==> src/rtl/core/dtcr_pkg.sv <==
// dtcr_pkg: shared types and constants for the dark theme color remapper
// no dependencies
package dtcr_pkg;

  localparam int unsigned WORD_W   = 32;
  localparam int unsigned CFG_IDX_W = 4;
  localparam int unsigned PCT_W    = 7;
  localparam int unsigned Q_W      = 17;
  localparam int unsigned T_W      = 18;

  localparam logic [CFG_IDX_W-1:0] CFG_DARK_ENABLE = 4'd0;
  localparam logic [CFG_IDX_W-1:0] CFG_SUBST_COUNT = 4'd1;
  localparam int unsigned          CFG_PAIR_BASE   = 2;

  // divider geometry
  localparam int unsigned DIV_Q  = 9;
  localparam int unsigned SN_W   = 15;
  localparam int unsigned SD_W   = 9;
  localparam int unsigned HN_W   = 17;
  localparam int unsigned HD_W   = 8;

  // reciprocal multipliers for constant divides
  localparam logic [15:0] L_M    = 16'd51410;     // sum*100/510, shift 18
  localparam logic [21:0] LQ_M   = 22'd2684355;   // pct*65536/100, shift 12
  localparam logic [22:0] HQ_M   = 23'd5965233;   // deg*65536/360, shift 15
  localparam logic [18:0] BYTE_M = 19'd334254;    // pct*255/100, shift 17

  localparam logic [Q_W-1:0] Q_ONE       = 17'd65536;
  localparam logic [Q_W-1:0] Q_THIRD     = 17'd21845;
  localparam logic [Q_W-1:0] Q_TWOTHIRDS = 17'd43690;
  localparam logic [PCT_W-1:0] PCT_MAX   = 7'd100;
  localparam logic [PCT_W-1:0] PCT_HALF  = 7'd50;

  typedef enum logic [1:0] {
    KIND_PASS,
    KIND_SUBST,
    KIND_CALC
  } kind_t;

  typedef enum logic [1:0] {
    SEG_RISE,
    SEG_HIGH,
    SEG_FALL,
    SEG_LOW
  } seg_t;

  typedef struct packed {
    kind_t             kind;
    logic [WORD_W-1:0] word;
  } item_t;

  typedef struct packed {
    logic empty;
    logic full;
  } q_stat_t;

  typedef struct packed {
    kind_t             kind;
    logic [WORD_W-1:0] word;
    logic [PCT_W-1:0]  lneg;
  } side_t;

endpackage

==> src/rtl/core/dtcr_queue.sv <==
// dtcr_queue: two-entry queue between classification and conversion
// depends on dtcr_pkg
module dtcr_queue (
  input  logic                clk,
  input  logic                rst_n,
  input  logic                push_i,
  input  dtcr_pkg::item_t     item_i,
  input  logic                pop_i,
  output dtcr_pkg::item_t     item_o,
  output dtcr_pkg::q_stat_t   stat_o
);

  dtcr_pkg::item_t mem_r [2];
  logic            wr_ptr_r, rd_ptr_r;
  logic [1:0]      count_r;

  always_ff @(posedge clk) begin
    if (!rst_n) begin
      wr_ptr_r <= 1'b0;
      rd_ptr_r <= 1'b0;
      count_r  <= 2'd0;
    end else begin
      if (push_i) wr_ptr_r <= ~wr_ptr_r;
      if (pop_i)  rd_ptr_r <= ~rd_ptr_r;
      count_r <= count_r + 2'(push_i) - 2'(pop_i);
    end
  end

  always_ff @(posedge clk) begin
    if (push_i) mem_r[wr_ptr_r] <= item_i;
  end

  assign item_o       = mem_r[rd_ptr_r];
  assign stat_o.empty = (count_r == 2'd0);
  assign stat_o.full  = count_r[1];

endmodule

==> config.mk <==
export PLATFORM = sky130hd
export DESIGN_NAME = dtcr_queue
export DESIGN_NICKNAME = d
export VERILOG_FILES = /design/src/rtl/core/dtcr_pkg.sv /design/src/rtl/core/dtcr_queue.sv
export SDC_FILE = /design/constraint.sdc
export NUM_CORES = 1
export LEC_CHECK = 0
export BUFFER_PORTS_ARGS = -buffer_cell sky130_fd_sc_hd__clkbuf_2
export CAP_MARGIN = 20
export CORE_ASPECT_RATIO = 2
export CORE_UTILIZATION = 52
export CTS_CLUSTER_SIZE = 16
export DETAILED_ROUTE_END_ITERATION = 8
export PLACE_DENSITY = 0.79
export REMOVE_ABC_BUFFERS = 1
export SLEW_MARGIN = 10
export SYNTH_ARGS = -nofsm -noshare
export SYNTH_HDL_FRONTEND = slang
export SYNTH_SLANG_ARGS = --single-unit
==> constraint.sdc <==
create_clock -name clk -period 3.2 [get_ports clk]
set_clock_uncertainty 0.05 [all_clocks]
set_input_delay 0.96 -clock clk [delete_from_list [all_inputs] [get_ports clk]]
set_output_delay 0.96 -clock clk [all_outputs]
set_load 0.02 [all_outputs]
---- Word level (Yosys, flattened, before mapping) ----
Memory sizes are Yosys's and may differ from the RTL's. A register that Yosys moved wholly into a read port is not among the register bits.
Index checks and enable logic that the tools add are counted.
storage, ports and cells
  bits of input ports ..................... 38
  bits in writable memories ............... 68
  output and inout port bits .............. 36
  ROM bits ................................ 0
  word-level logic and storage cells ...... 13
  register bits ........................... 4
  bits in latches ......................... 0
  memories ................................ 1
memories
  name   words  bits a word  read ports  clocked after Yosys merged registers in  wr ports  line              text
  mem_r  2      34           1           1                                        1         dtcr_queue.sv:13  dtcr_pkg::item_t mem_r [2];
cells by class
  divide/modulo/power cells ............... 0
  add/subtract/negate cells ............... 2
  order comparisons ....................... 0
  mux-type cells .......................... 4
  reduce and logical (&&, ||, !) cells .... 1
  bitwise gates (word level) .............. 2
  shift operators ......................... 0
  eq/ne operators ......................... 0
  $mul .................................... 0
operator list
  operator                   number
  2-to-1 mux 1 bit           4
  adder 2 x 1 -> 2 bit       1
  logical NOT 2 bit          1
  inverter 1 bit             2
  subtractor 2 x 1 -> 2 bit  1

---- Longest topological paths before layout ----
  depth in word-level cells ............... 3
  gate-level depth with buffers ........... 6
  gate-level depth less buffers ........... 6

---- Worst setup path after synthesis ----
No wires, ideal clock.
  path kind ............................... in2reg
  start ................................... in push_i
  end ..................................... mem mem_r[0][0] (netlist name), enable pin
  path buffers ............................ 0
  arrival ................................. 2.524 ns
  required time ........................... 2.720 ns
  slack ................................... 0.196 ns
  cell stages on the path ................. 1
  setup time .............................. 0.430 ns
  cell sequence ........................... nor2b_1
on the way
  cells in the longest elaborated chain, start to end .. 2
RTL lines
  element                                 line              text
  start, declared                         dtcr_queue.sv:6   input logic push_i,
  2-to-1 mux 1 bit                        dtcr_queue.sv:30  if (push_i) mem_r[wr_ptr_r] <= item_i;
  2-to-1 mux 1 bit (not written as such)  dtcr_queue.sv:30
  end, declared                           dtcr_queue.sv:13
Every way passes these cells.

==> impl_metrics.env <==
export IMPL_drt_wl_total_mm=4.44
export IMPL_slew_headroom_pct=45.4
export IMPL_portBuffers=73
export IMPL_place_hpwl_mm=3.25
export IMPL_fin_tns_setup_ns=0
export IMPL_drv_cap=0
export IMPL_finalCriticalPeriod_ns=2.75
export IMPL_worstSetupPathType="flop to primary output"
export IMPL_cts_resized=0
export IMPL_min_from="rd_ptr_r"
export IMPL_setup_ws_ns=0.454
export IMPL_powerDensity_mw_per_mm2=674
export IMPL_grt_pass1_wl_mm=6.68
export IMPL_p_leak_nw=1.45
export IMPL_ys_top_cells_by_area="edfxtp_1 (72%), mux2_4 (16%), dfxtp_1 (3.5%)"
export IMPL_crit_path_end_kind="primary output"
export IMPL_crit_chain="buf_12 > mux2_2 > clkbuf_2"
export IMPL_antenna_found_initial=0
export IMPL_design_area_mm2=0.00351
export IMPL_synth_top_area_cell="edfxtp_1"
export IMPL_grt_max_degree=35
export IMPL_tightest_slew_ns=0.818
export IMPL_final_max_slew_viol_count=0
export IMPL_drc_errors=0
export IMPL_drtPass1Iterations=4
export IMPL_postRouteAntennaNets=0
export IMPL_avgSynthCellArea_um2=22.3
export IMPL_nets=248
export IMPL_row_count=37
export IMPL_final_common_cell="clkbuf_2"
export IMPL_syn_instance_count=127
export IMPL_cts_made_buffers=9
export IMPL_via_per_inst=5.08
export IMPL_clockBufferDepth=2
export IMPL_setup_violations=0
export IMPL_path_max_fanout=20
export IMPL_gp_congestion=0.698
export IMPL_cts_tree="built"
export IMPL_placed_cell_area_mm2=0.00323
export IMPL_grt_setup_unrepaired="no"
export IMPL_startpoint_type="flop"
export IMPL_arrival_ns=1.74
export IMPL_synth_area_mm2=0.00284
export IMPL_core_area_mm2=0.00518
export IMPL_syn2layout_area_growth_pct=23.7
export IMPL_synth_distinct_cells=15
export IMPL_worstPathRequired_ns=2.19
export IMPL_yosysWarnings=0
export IMPL_slowest_stage="dfxtp_2"
export IMPL_grt_pass1_vias=1459
export IMPL_die_x_um=54.2
export IMPL_drive_gt1_share_pct=60.1
export IMPL_cts_clk_slew_worst_paths_ns=0.07
export IMPL_worstHoldPathCells=2
export IMPL_wl_per_cell_um=16.4
export IMPL_status="finished, final reports clean"
export IMPL_start_util_pct=54.7
export IMPL_die_area_mm2=0.00577
export IMPL_min_period_over_period_pct=85.8
export IMPL_via_count=1378
export IMPL_crit_path_max_incr_delay_ns=0.65
export IMPL_htree_num_levels=3
export IMPL_cts_root_buf="clkbuf_8"
export IMPL_grt_usage_pct=17.5
export IMPL_num_io_pins=74
export IMPL_hp_class="flop to flop"
export IMPL_clock_fmax_mhz=364
export IMPL_reg2reg_depth=1
export IMPL_pre_cts_slack_ns=0.776
export IMPL_hold_viol=0
export IMPL_most_common_layout_cells="clkbuf_2 (73), edfxtp_1 (68), mux2_4 (30), clkbuf_8 (11)"
export IMPL_yosysSeqAreaShare_pct=75.6
export IMPL_synth_top_cell_area_share_pct=72.0
export IMPL_peakVddDrop_mv=0.604
export IMPL_die_height_um=106
export IMPL_clock_sinks=73
export IMPL_grt_overflow=0
export IMPL_cts_setup_buffers=0
export IMPL_drtIter0Drc=40
export IMPL_ys_ff_latch=73
export IMPL_clkLatencyLatePin_ns=0.32
export IMPL_final_util_pct=67.7
export IMPL_diodes=0
export IMPL_ctsHoldBuffers=0
export IMPL_timing_rr_start="wr_ptr_r"
==> flip-flops by register name (all words and copies together) (netlist names), named ones only <==
name and cells:
count_r 2, mem_r 68, rd_ptr_r 1, wr_ptr_r 1
==> worst max-delay path, delay by kind of cell, from the launching register on <==
| family | cells | cell delay (ns) |
|---|---|---|
| muxes | 1 | 0.35 |
| buffers and inverters | 2 | 0.40 |
| DFF | 1 | 0.65 |
==> metrics by stage <==
stage / std cells / hold WS [ns] / power, W
after CTS: 271 / 0.546 / 0.00239
final: 271 / 0.539 / 0.00236
after detailed placement: 255 / 0.534 / 0.00145
after floorplan: 122 / 0.505 / 0.00135
after global routing: 271 / 0.571 / 0.00245
after global placement: 255 / 0.518 / 0.00144
==> per-layer routing <==
layer	up-vias	share of wire (%)	GRT usage, %
li1	651	-	-
met2	54	58	29.3
met3	15	5.5	4.86
met1	658	33	16.9
met5	-	0	0
met4	0	4.1	12.8
==> logic make-up after synthesis <==
family | count (synthesis) | synth area share, %
compound gates | 1 | 0.265
buf+inv | 7 | 3.05
flops | 73 | 75.6
simple gates | 8 | 1.68
xor+xnor | 2 | 1.10
mux | 34 | 17.5
fa+ha+maj | 2 | 0.882
==> Yosys cell counts, drive strengths merged <==
cell type and instances:
and2 4, buf 5, dfxtp 5, edfxtp 68
ha 2, inv 2, mux2 34, nor2 1
nor2b 3, o21a 1, xnor3 1, xor2 1
==> final cells by class <==
type	instances	area, um^2
tap	58	72.6
fill	350	1680
clock inverter	5	125
multi-input combinational	47	616
clock buffer	11	151
timing repair buffer	75	393
sequential	73	2140
inverter	2	7.51
==> path summary, 6_finish.rpt <==
kind / end / slack, ns
worst min register to register: flop / 0.54
worst min-delay path: flop / 0.54
worst max-delay path: item_o[0] / 0.45
worst max register to register: mem_r[1][16] / 1.67
==> report_power, final <==
group / internal [W] / switching, W / leakage [nW]
logic: 0.000142 / 0.000153 / 0.625
clock network: 0.000638 / 0.000300 / 0.140
registers: 0.00110 / 0.0000282 / 0.680
total: 0.00188 / 0.000481 / 1.45
No activity file was read; power rests on OpenSTA's default activity.
