`src/rtl/core/dtcr_pkg.sv`:
```
// dtcr_pkg: shared types and constants for the dark theme color remapper
// no dependencies
package dtcr_pkg;

  localparam int unsigned WORD_W   = 32;
  localparam int unsigned CFG_IDX_W = 4;
  localparam int unsigned PCT_W    = 7;
  localparam int unsigned Q_W      = 17;
  localparam int unsigned T_W      = 18;

  localparam logic [CFG_IDX_W-1:0] CFG_DARK_ENABLE = 4'd0;
  localparam logic [CFG_IDX_W-1:0] CFG_SUBST_COUNT = 4'd1;
  localparam int unsigned          CFG_PAIR_BASE   = 2;

  // divider geometry
  localparam int unsigned DIV_Q  = 9;
  localparam int unsigned SN_W   = 15;
  localparam int unsigned SD_W   = 9;
  localparam int unsigned HN_W   = 17;
  localparam int unsigned HD_W   = 8;

  // reciprocal multipliers for constant divides
  localparam logic [15:0] L_M    = 16'd51410;     // sum*100/510, shift 18
  localparam logic [21:0] LQ_M   = 22'd2684355;   // pct*65536/100, shift 12
  localparam logic [22:0] HQ_M   = 23'd5965233;   // deg*65536/360, shift 15
  localparam logic [18:0] BYTE_M = 19'd334254;    // pct*255/100, shift 17

  localparam logic [Q_W-1:0] Q_ONE       = 17'd65536;
  localparam logic [Q_W-1:0] Q_THIRD     = 17'd21845;
  localparam logic [Q_W-1:0] Q_TWOTHIRDS = 17'd43690;
  localparam logic [PCT_W-1:0] PCT_MAX   = 7'd100;
  localparam logic [PCT_W-1:0] PCT_HALF  = 7'd50;

  typedef enum logic [1:0] {
    KIND_PASS,
    KIND_SUBST,
    KIND_CALC
  } kind_t;

  typedef enum logic [1:0] {
    SEG_RISE,
    SEG_HIGH,
    SEG_FALL,
    SEG_LOW
  } seg_t;

  typedef struct packed {
    kind_t             kind;
    logic [WORD_W-1:0] word;
  } item_t;

  typedef struct packed {
    logic empty;
    logic full;
  } q_stat_t;

  typedef struct packed {
    kind_t             kind;
    logic [WORD_W-1:0] word;
    logic [PCT_W-1:0]  lneg;
  } side_t;

endpackage

```
`src/rtl/core/dtcr_front.sv`:
```
// dtcr_front: configuration registers and item classification
// depends on dtcr_pkg
module dtcr_front #(
  parameter int unsigned SUBST_ENTRIES = 3
) (
  input  logic                               clk,
  input  logic                               rst_n,
  input  logic                               cfg_we_i,
  input  logic [dtcr_pkg::CFG_IDX_W-1:0]     cfg_index_i,
  input  logic [dtcr_pkg::WORD_W-1:0]        cfg_data_i,
  input  logic [dtcr_pkg::WORD_W-1:0]        pixel_i,
  output dtcr_pkg::item_t                    item_o
);

  logic                        dark_enable_r;
  logic [1:0]                  subst_count_r;
  logic [dtcr_pkg::WORD_W-1:0] from_r [SUBST_ENTRIES];
  logic [dtcr_pkg::WORD_W-1:0] to_r   [SUBST_ENTRIES];

  always_ff @(posedge clk) begin
    if (!rst_n) begin
      dark_enable_r <= 1'b0;
      subst_count_r <= 2'd0;
      for (int k = 0; k < SUBST_ENTRIES; k++) begin
        from_r[k] <= '0;
        to_r[k]   <= '0;
      end
    end else if (cfg_we_i) begin
      if (cfg_index_i == dtcr_pkg::CFG_DARK_ENABLE) begin
        dark_enable_r <= cfg_data_i[0];
      end
      if (cfg_index_i == dtcr_pkg::CFG_SUBST_COUNT) begin
        subst_count_r <= cfg_data_i[1:0];
      end
      for (int k = 0; k < SUBST_ENTRIES; k++) begin
        if (cfg_index_i == dtcr_pkg::CFG_IDX_W'(dtcr_pkg::CFG_PAIR_BASE + 2*k)) begin
          from_r[k] <= cfg_data_i;
        end
        if (cfg_index_i == dtcr_pkg::CFG_IDX_W'(dtcr_pkg::CFG_PAIR_BASE + 2*k + 1)) begin
          to_r[k] <= cfg_data_i;
        end
      end
    end
  end

  always_comb begin
    item_o.kind = dtcr_pkg::KIND_CALC;
    item_o.word = pixel_i;
    for (int k = SUBST_ENTRIES - 1; k >= 0; k--) begin
      if ((32'(subst_count_r) > 32'(k)) && (from_r[k] == pixel_i)) begin
        item_o.kind = dtcr_pkg::KIND_SUBST;
        item_o.word = to_r[k];
      end
    end
    if (!dark_enable_r) begin
      item_o.kind = dtcr_pkg::KIND_PASS;
      item_o.word = pixel_i;
    end
  end

endmodule

```
`config.mk`:
```
export PLATFORM = sky130hd
export DESIGN_NAME = dtcr_front
export DESIGN_NICKNAME = d
export VERILOG_FILES = /design/src/rtl/core/dtcr_pkg.sv /design/src/rtl/core/dtcr_front.sv
export SDC_FILE = /design/constraint.sdc
export NUM_CORES = 1
export LEC_CHECK = 0
export BUFFER_PORTS_ARGS = -buffer_cell sky130_fd_sc_hd__buf_2
export CORE_MARGIN = 4
export CORE_UTILIZATION = 30
export CTS_CLUSTER_SIZE = 40
export DETAILED_ROUTE_END_ITERATION = 16
export GPL_TIMING_DRIVEN = 0
export PLACE_DENSITY = 0.45
export SLEW_MARGIN = 20
export SYNTH_ARGS = -nofsm -noshare
export SYNTH_HDL_FRONTEND = slang
export SYNTH_SLANG_ARGS = --single-unit
```
`constraint.sdc`:
```
create_clock -name clk -period 5.06 [get_ports clk]
set_clock_uncertainty 0.2 [all_clocks]
set_input_delay 0.506 -clock clk [delete_from_list [all_inputs] [get_ports clk]]
set_output_delay 0.506 -clock clk [all_outputs]
set_load 0.02 [all_outputs]
```
; After elaboration in Yosys (flattened, before gate mapping)
; Memory sizes are Yosys's and may differ from the RTL's.
; Cells that the tools add are included.
[op_classes]
order_cmp = 3
n_eq_ne = 10
n_mux = 35
bitwise = 6
n_reduce_logical = 6
[op_table]
columns = cell, n
row1 = 32-bit two-way mux, 6
row2 = 34-bit two-way mux, 4
row3 = 32-bit == test, 3
row4 = 1-bit two-way mux, 25
row5 = 4-bit by 3-bit == test with 1-bit output (second input constant), 4
row6 = 4-bit by 2-bit == test with 1-bit output (second input constant), 2
row7 = 1-bit bitwise OR, 6
row8 = 4-bit by 1-bit == test with 1-bit output (second input constant), 1
row9 = 2-bit by 1-bit greater-than comparator with 1-bit output (second input constant), 2
row10 = 4-bit logical NOT, 1
row11 = 2-bit AND reduction, 2
row12 = 1-bit logical AND, 3
row13 = 2-bit greater-than comparator (second input constant), 1
[totals]
reg_bits = 3
mem_bits_rw = 192
inputBits = 71
output_inout_bits = 34
word_cells = 64
memories = 2
[mem_list]
columns = name, words, width, rd, rd_ports_with_merged_regs, wr, line_no
row1 = from_r, 3, 32, 3, 0, 3, dtcr_front.sv:17  ; logic [dtcr_pkg::WORD_W-1:0] from_r [SUBST_ENTRIES];
row2 = to_r, 3, 32, 3, 0, 3, dtcr_front.sv:18  ; logic [dtcr_pkg::WORD_W-1:0] to_r [SUBST_ENTRIES];

; Depth between registers and ports, before layout
[logic_depth]
depth_word = 6
mapped_depth = 9
mapped_depth_nobuf = 6

; Worst setup path before layout
; No wires, ideal clock.
[synth_timing]
kind = input port to flip-flop
start = in cfg_we_i
end = mem from_r[0][32] (netlist name) (enable)
setup_ns = 0.470
t_arrival_ns = 3.225
t_required_ns = 4.390
path_slack_ns = 1.165
path_stages = 3
path_cell_list = nor2b_1 > nand2_1 > o31ai_1
[synth_lines]
columns = item, line_no
row1 = from (decl), dtcr_front.sv:8  ; input logic cfg_we_i,
row2 = to (decl), dtcr_front.sv:17

==> impl_metrics.sql <==
INSERT INTO impl_metrics (metric_group, metric, value, unit) VALUES
('cells_and_area', 'stdcell_count', '1162', ''),
('floorplanning', 'ios', '105', ''),
('power_and_ir_drop', 'total_power', '3.715', 'mW'),
('timing', 'achievable-frequency', '0.2279', 'GHz'),
('synthesis', 'synthDominantCellAreaShare', '61.37', '%'),
('timing', 'report.final.slew_viol_count', '0', ''),
('placement', 'dpl.cell_count', '1130', ''),
('worst_setup_path', 'worstRegToRegCells', '2', ''),
('clock_network', 'clk-insertion-delay-late', '420', 'ps'),
('worst_setup_path', 'worst_setup_ep_type', 'output port', ''),
('power_and_ir_drop', 'p_per_area', '332.1', 'nW/um2'),
('placement', 'placement.io_buffers', '71', ''),
('power_and_ir_drop', 'irDropWorstVdd', '0.0002114', 'V'),
('clock_network', 'clk_root_buffer_cell', 'sky130_fd_sc_hd__clkbuf_16', ''),
('timing', 'worst_pin_slew', '1003', 'ps'),
('routing', 'routed-via-count', '5832', ''),
('cells_and_area', 'post_route_cells_drive_above_1_share', '29.11', '%'),
('placement', 'place_congestion', '0.7914', ''),
('routing', 'viasPerCell', '5.019', ''),
('timing', 'hold_viol', '0', ''),
('worst_setup_path', 'worst-setup-path-type', 'flop to output port', ''),
('synthesis', 'postSynthRegisterBits', '195', ''),
('synthesis', 'synth_top_cell_by_area', 'sky130_fd_sc_hd__edfxtp_1', ''),
('global_routing', 'grt.overflow.total', '0', ''),
('clock_network', 'clockBufferDepth', '2', ''),
('worst_setup_path', 'arrival_time_of_data_at_the_critical_path_endpoint', '3680', 'ps'),
('worst_setup_path', 'critical_path_peak_fanout', '10', ''),
('global_routing', 'vias_in_the_first_global_route', '6117', ''),
('outcome', 'status', 'finished, final reports clean', ''),
('global_routing', 'maximum_number_of_pins_on_one_net_before_global_route_repair', '19', ''),
('synthesis', 'post_synth_most_frequent_cells', '192 x sky130_fd_sc_hd__edfxtp_1, 67 x sky130_fd_sc_hd__and2_1, 59 x sky130_fd_sc_hd__xnor2_1', ''),
('global_routing', 'grt_pass1_wl', '42190', 'um'),
('synthesis', 'synth_edf_count', '192', ''),
('clock_network', 'tritoncts_num_sinks', '195', ''),
('cells_and_area', 'area_growth', '19.04', '%'),
('placement', 'hpwl_detailed', '21770', 'um'),
('timing', 'finalSetupViolations', '0', ''),
('hold_path', 'min-delay-path-class', 'input pin to flop', ''),
('global_routing', 'grt_antenna_before_repair', '1', ''),
('placement', 'placement.cell_area', '10570', 'um2'),
('routing', 'route.detailed.drc', '0', ''),
('clock_network', 'maximum_level_of_the_cts_h_tree', '4', ''),
('floorplanning', 'fp.coreArea', '30750', 'um2'),
('clock_network', 'cts_buffers', '17', ''),
('worst_setup_path', 'cp.required', '4350', 'ps'),
('power_and_ir_drop', 'cellLeakagePower', '3.909', 'nW'),
('routing', 'drt-pass1-iter-count', '5', ''),
('cells_and_area', 'finalInstanceArea', '11180', 'um2'),
('cells_and_area', 'layout.nets', '824', ''),
('clock_network', 'number_of_buffers_inserted_for_hold_repair_after_clock_tree_synthesis', '0', ''),
('synthesis', 'synth_area', '9395', 'um2'),
('timing', 'final.setup.tns', '0', 'ps'),
('worst_setup_path', 'start_kind', 'flop', ''),
('synthesis', 'synthesis.area_per_instance', '14.39', 'um2'),
('clock_network', 'clock_tree_from_tritoncts', 'built', ''),
('synthesis', 'yosysSeqAreaShare', '62.01', '%'),
('routing', 'detail_route.iter0.violations', '333', ''),
('synthesis', 'postSynthNetCount', '724', ''),
('synthesis', 'syn-instance-count', '653', ''),
('timing', 'worst_slew_margin_rel', '33.11', '%'),
('routing', 'wl_final', '29560', 'um'),
('hold_path', 'hold_path_depth', '2', ''),
('clock_network', 'ctsResizeCount', '0', ''),
('timing', 'timing.final.crit_share', '86.71', '%'),
('floorplanning', 'dieWidth', '185.0', 'um'),
('floorplanning', 'std_cell_rows', '64', ''),
('global_routing', 'groute.usage.overall', '17.24', '%'),
('synthesis', 'yosysWarningCount', '0', ''),
('floorplanning', 'design.die.area', '34210', 'um2'),
('timing', 'rsz_0062_raised_after_global_routing', 'false', ''),
('floorplanning', 'initial_utilization', '30.55', '%');
-- cell families (layout without fill, tap and decap cells) --
family	count (synthesis)	in the layout	share of synthesized area (%)
AO/OA/AOI/OAI	105	105	10.41
XOR/XNOR	96	96	8.949
AND/OR/NAND/NOR	187	187	13.30
multiplexers	3	3	0.3196
flip-flops	195	195	62.01
buffers and inverters	67	180	5.007
-- sequential cells by signal (all words and copies together), names as in the netlist --
register,flops
from_r,96
to_r,96
subst_count_r,2
dark_enable_r,1
-- final timing paths --
kind,startpoint,endpoint,slack (ps)
hold reg to reg,subst_count_r[0],subst_count_r[0],390
setup / recovery,from_r[0][83],item_o[29],670
hold / removal,cfg_data_i[17],to_r[0][17],210
setup reg to reg,dark_enable_r,dark_enable_r,4110
-- layout by cell type, fill, tap and decap left out, types with 4 or more instances in the layout --
master                      instances
sky130_fd_sc_hd__a211oi_2          28
sky130_fd_sc_hd__a22oi_1           32
sky130_fd_sc_hd__and2_1            67
sky130_fd_sc_hd__and4_1            22
sky130_fd_sc_hd__and4_2             7
sky130_fd_sc_hd__buf_16             8
sky130_fd_sc_hd__buf_2             81
sky130_fd_sc_hd__buf_4              8
sky130_fd_sc_hd__buf_6             10
sky130_fd_sc_hd__buf_8              4
sky130_fd_sc_hd__clkbuf_1          21
sky130_fd_sc_hd__clkbuf_16         17
sky130_fd_sc_hd__clkbuf_2           7
sky130_fd_sc_hd__clkbuf_8           7
sky130_fd_sc_hd__edfxtp_1         192
sky130_fd_sc_hd__inv_6              4
sky130_fd_sc_hd__nand2_1            5
sky130_fd_sc_hd__nand3_1            5
sky130_fd_sc_hd__nand4_1           11
sky130_fd_sc_hd__nor2_1            36
sky130_fd_sc_hd__nor2b_1            4
sky130_fd_sc_hd__nor4_1            10
sky130_fd_sc_hd__o21ai_4            5
sky130_fd_sc_hd__o31ai_1           20
sky130_fd_sc_hd__o31ai_2           12
sky130_fd_sc_hd__xnor2_1           59
sky130_fd_sc_hd__xor2_1            37
-- report_power, final --
part           leakage (nW)  switching, mW  total [mW]  internal, mW
Clock                 0.300          0.637        1.43         0.795
Combinational          1.74          0.228       0.372         0.144
Sequential             1.86         0.0346        1.91          1.88
Total                  3.91          0.900        3.71          2.82
-- critical path, cell delays in order (launching register included) --
cell and delay, ps:
sky130_fd_sc_hd__edfxtp_1 390, sky130_fd_sc_hd__xnor2_1 390, sky130_fd_sc_hd__nand4_1 290, sky130_fd_sc_hd__nor3_1 500, sky130_fd_sc_hd__clkbuf_1 800, sky130_fd_sc_hd__and4_1 330, sky130_fd_sc_hd__a211oi_2 50, sky130_fd_sc_hd__o31ai_1 290
sky130_fd_sc_hd__buf_2 220
-- area by class of cell --
class | count | area (um2)
Tap cell | 396 | 495.5
Clock inverter | 15 | 192.7
Clock buffer | 17 | 425.4
Inverter | 2 | 7.507
Buffer | 65 | 462.9
Fill cell | 3017 | 19570
Multi-Input combinational cell | 391 | 3169
Timing Repair Buffer | 81 | 605.6
Sequential cell | 195 | 5826
-- per-stage QoR --
step | util, % | setup slack (ps)
finish | 36.37 | 672.7
detailed placement | 34.36 | 772.9
global route | 36.37 | 571.3
floorplan | - | 1165
CTS | 36.37 | 724.1
global placement | 33.32 | -1639
-- metal layers --
metal,track usage (%),part of all wire (%)
met5,0,0
met4,3.670,1.2
met3,2.357,4.1
met2,30.09,52
met1,23.00,43
(Power assumes the default switching activity.)
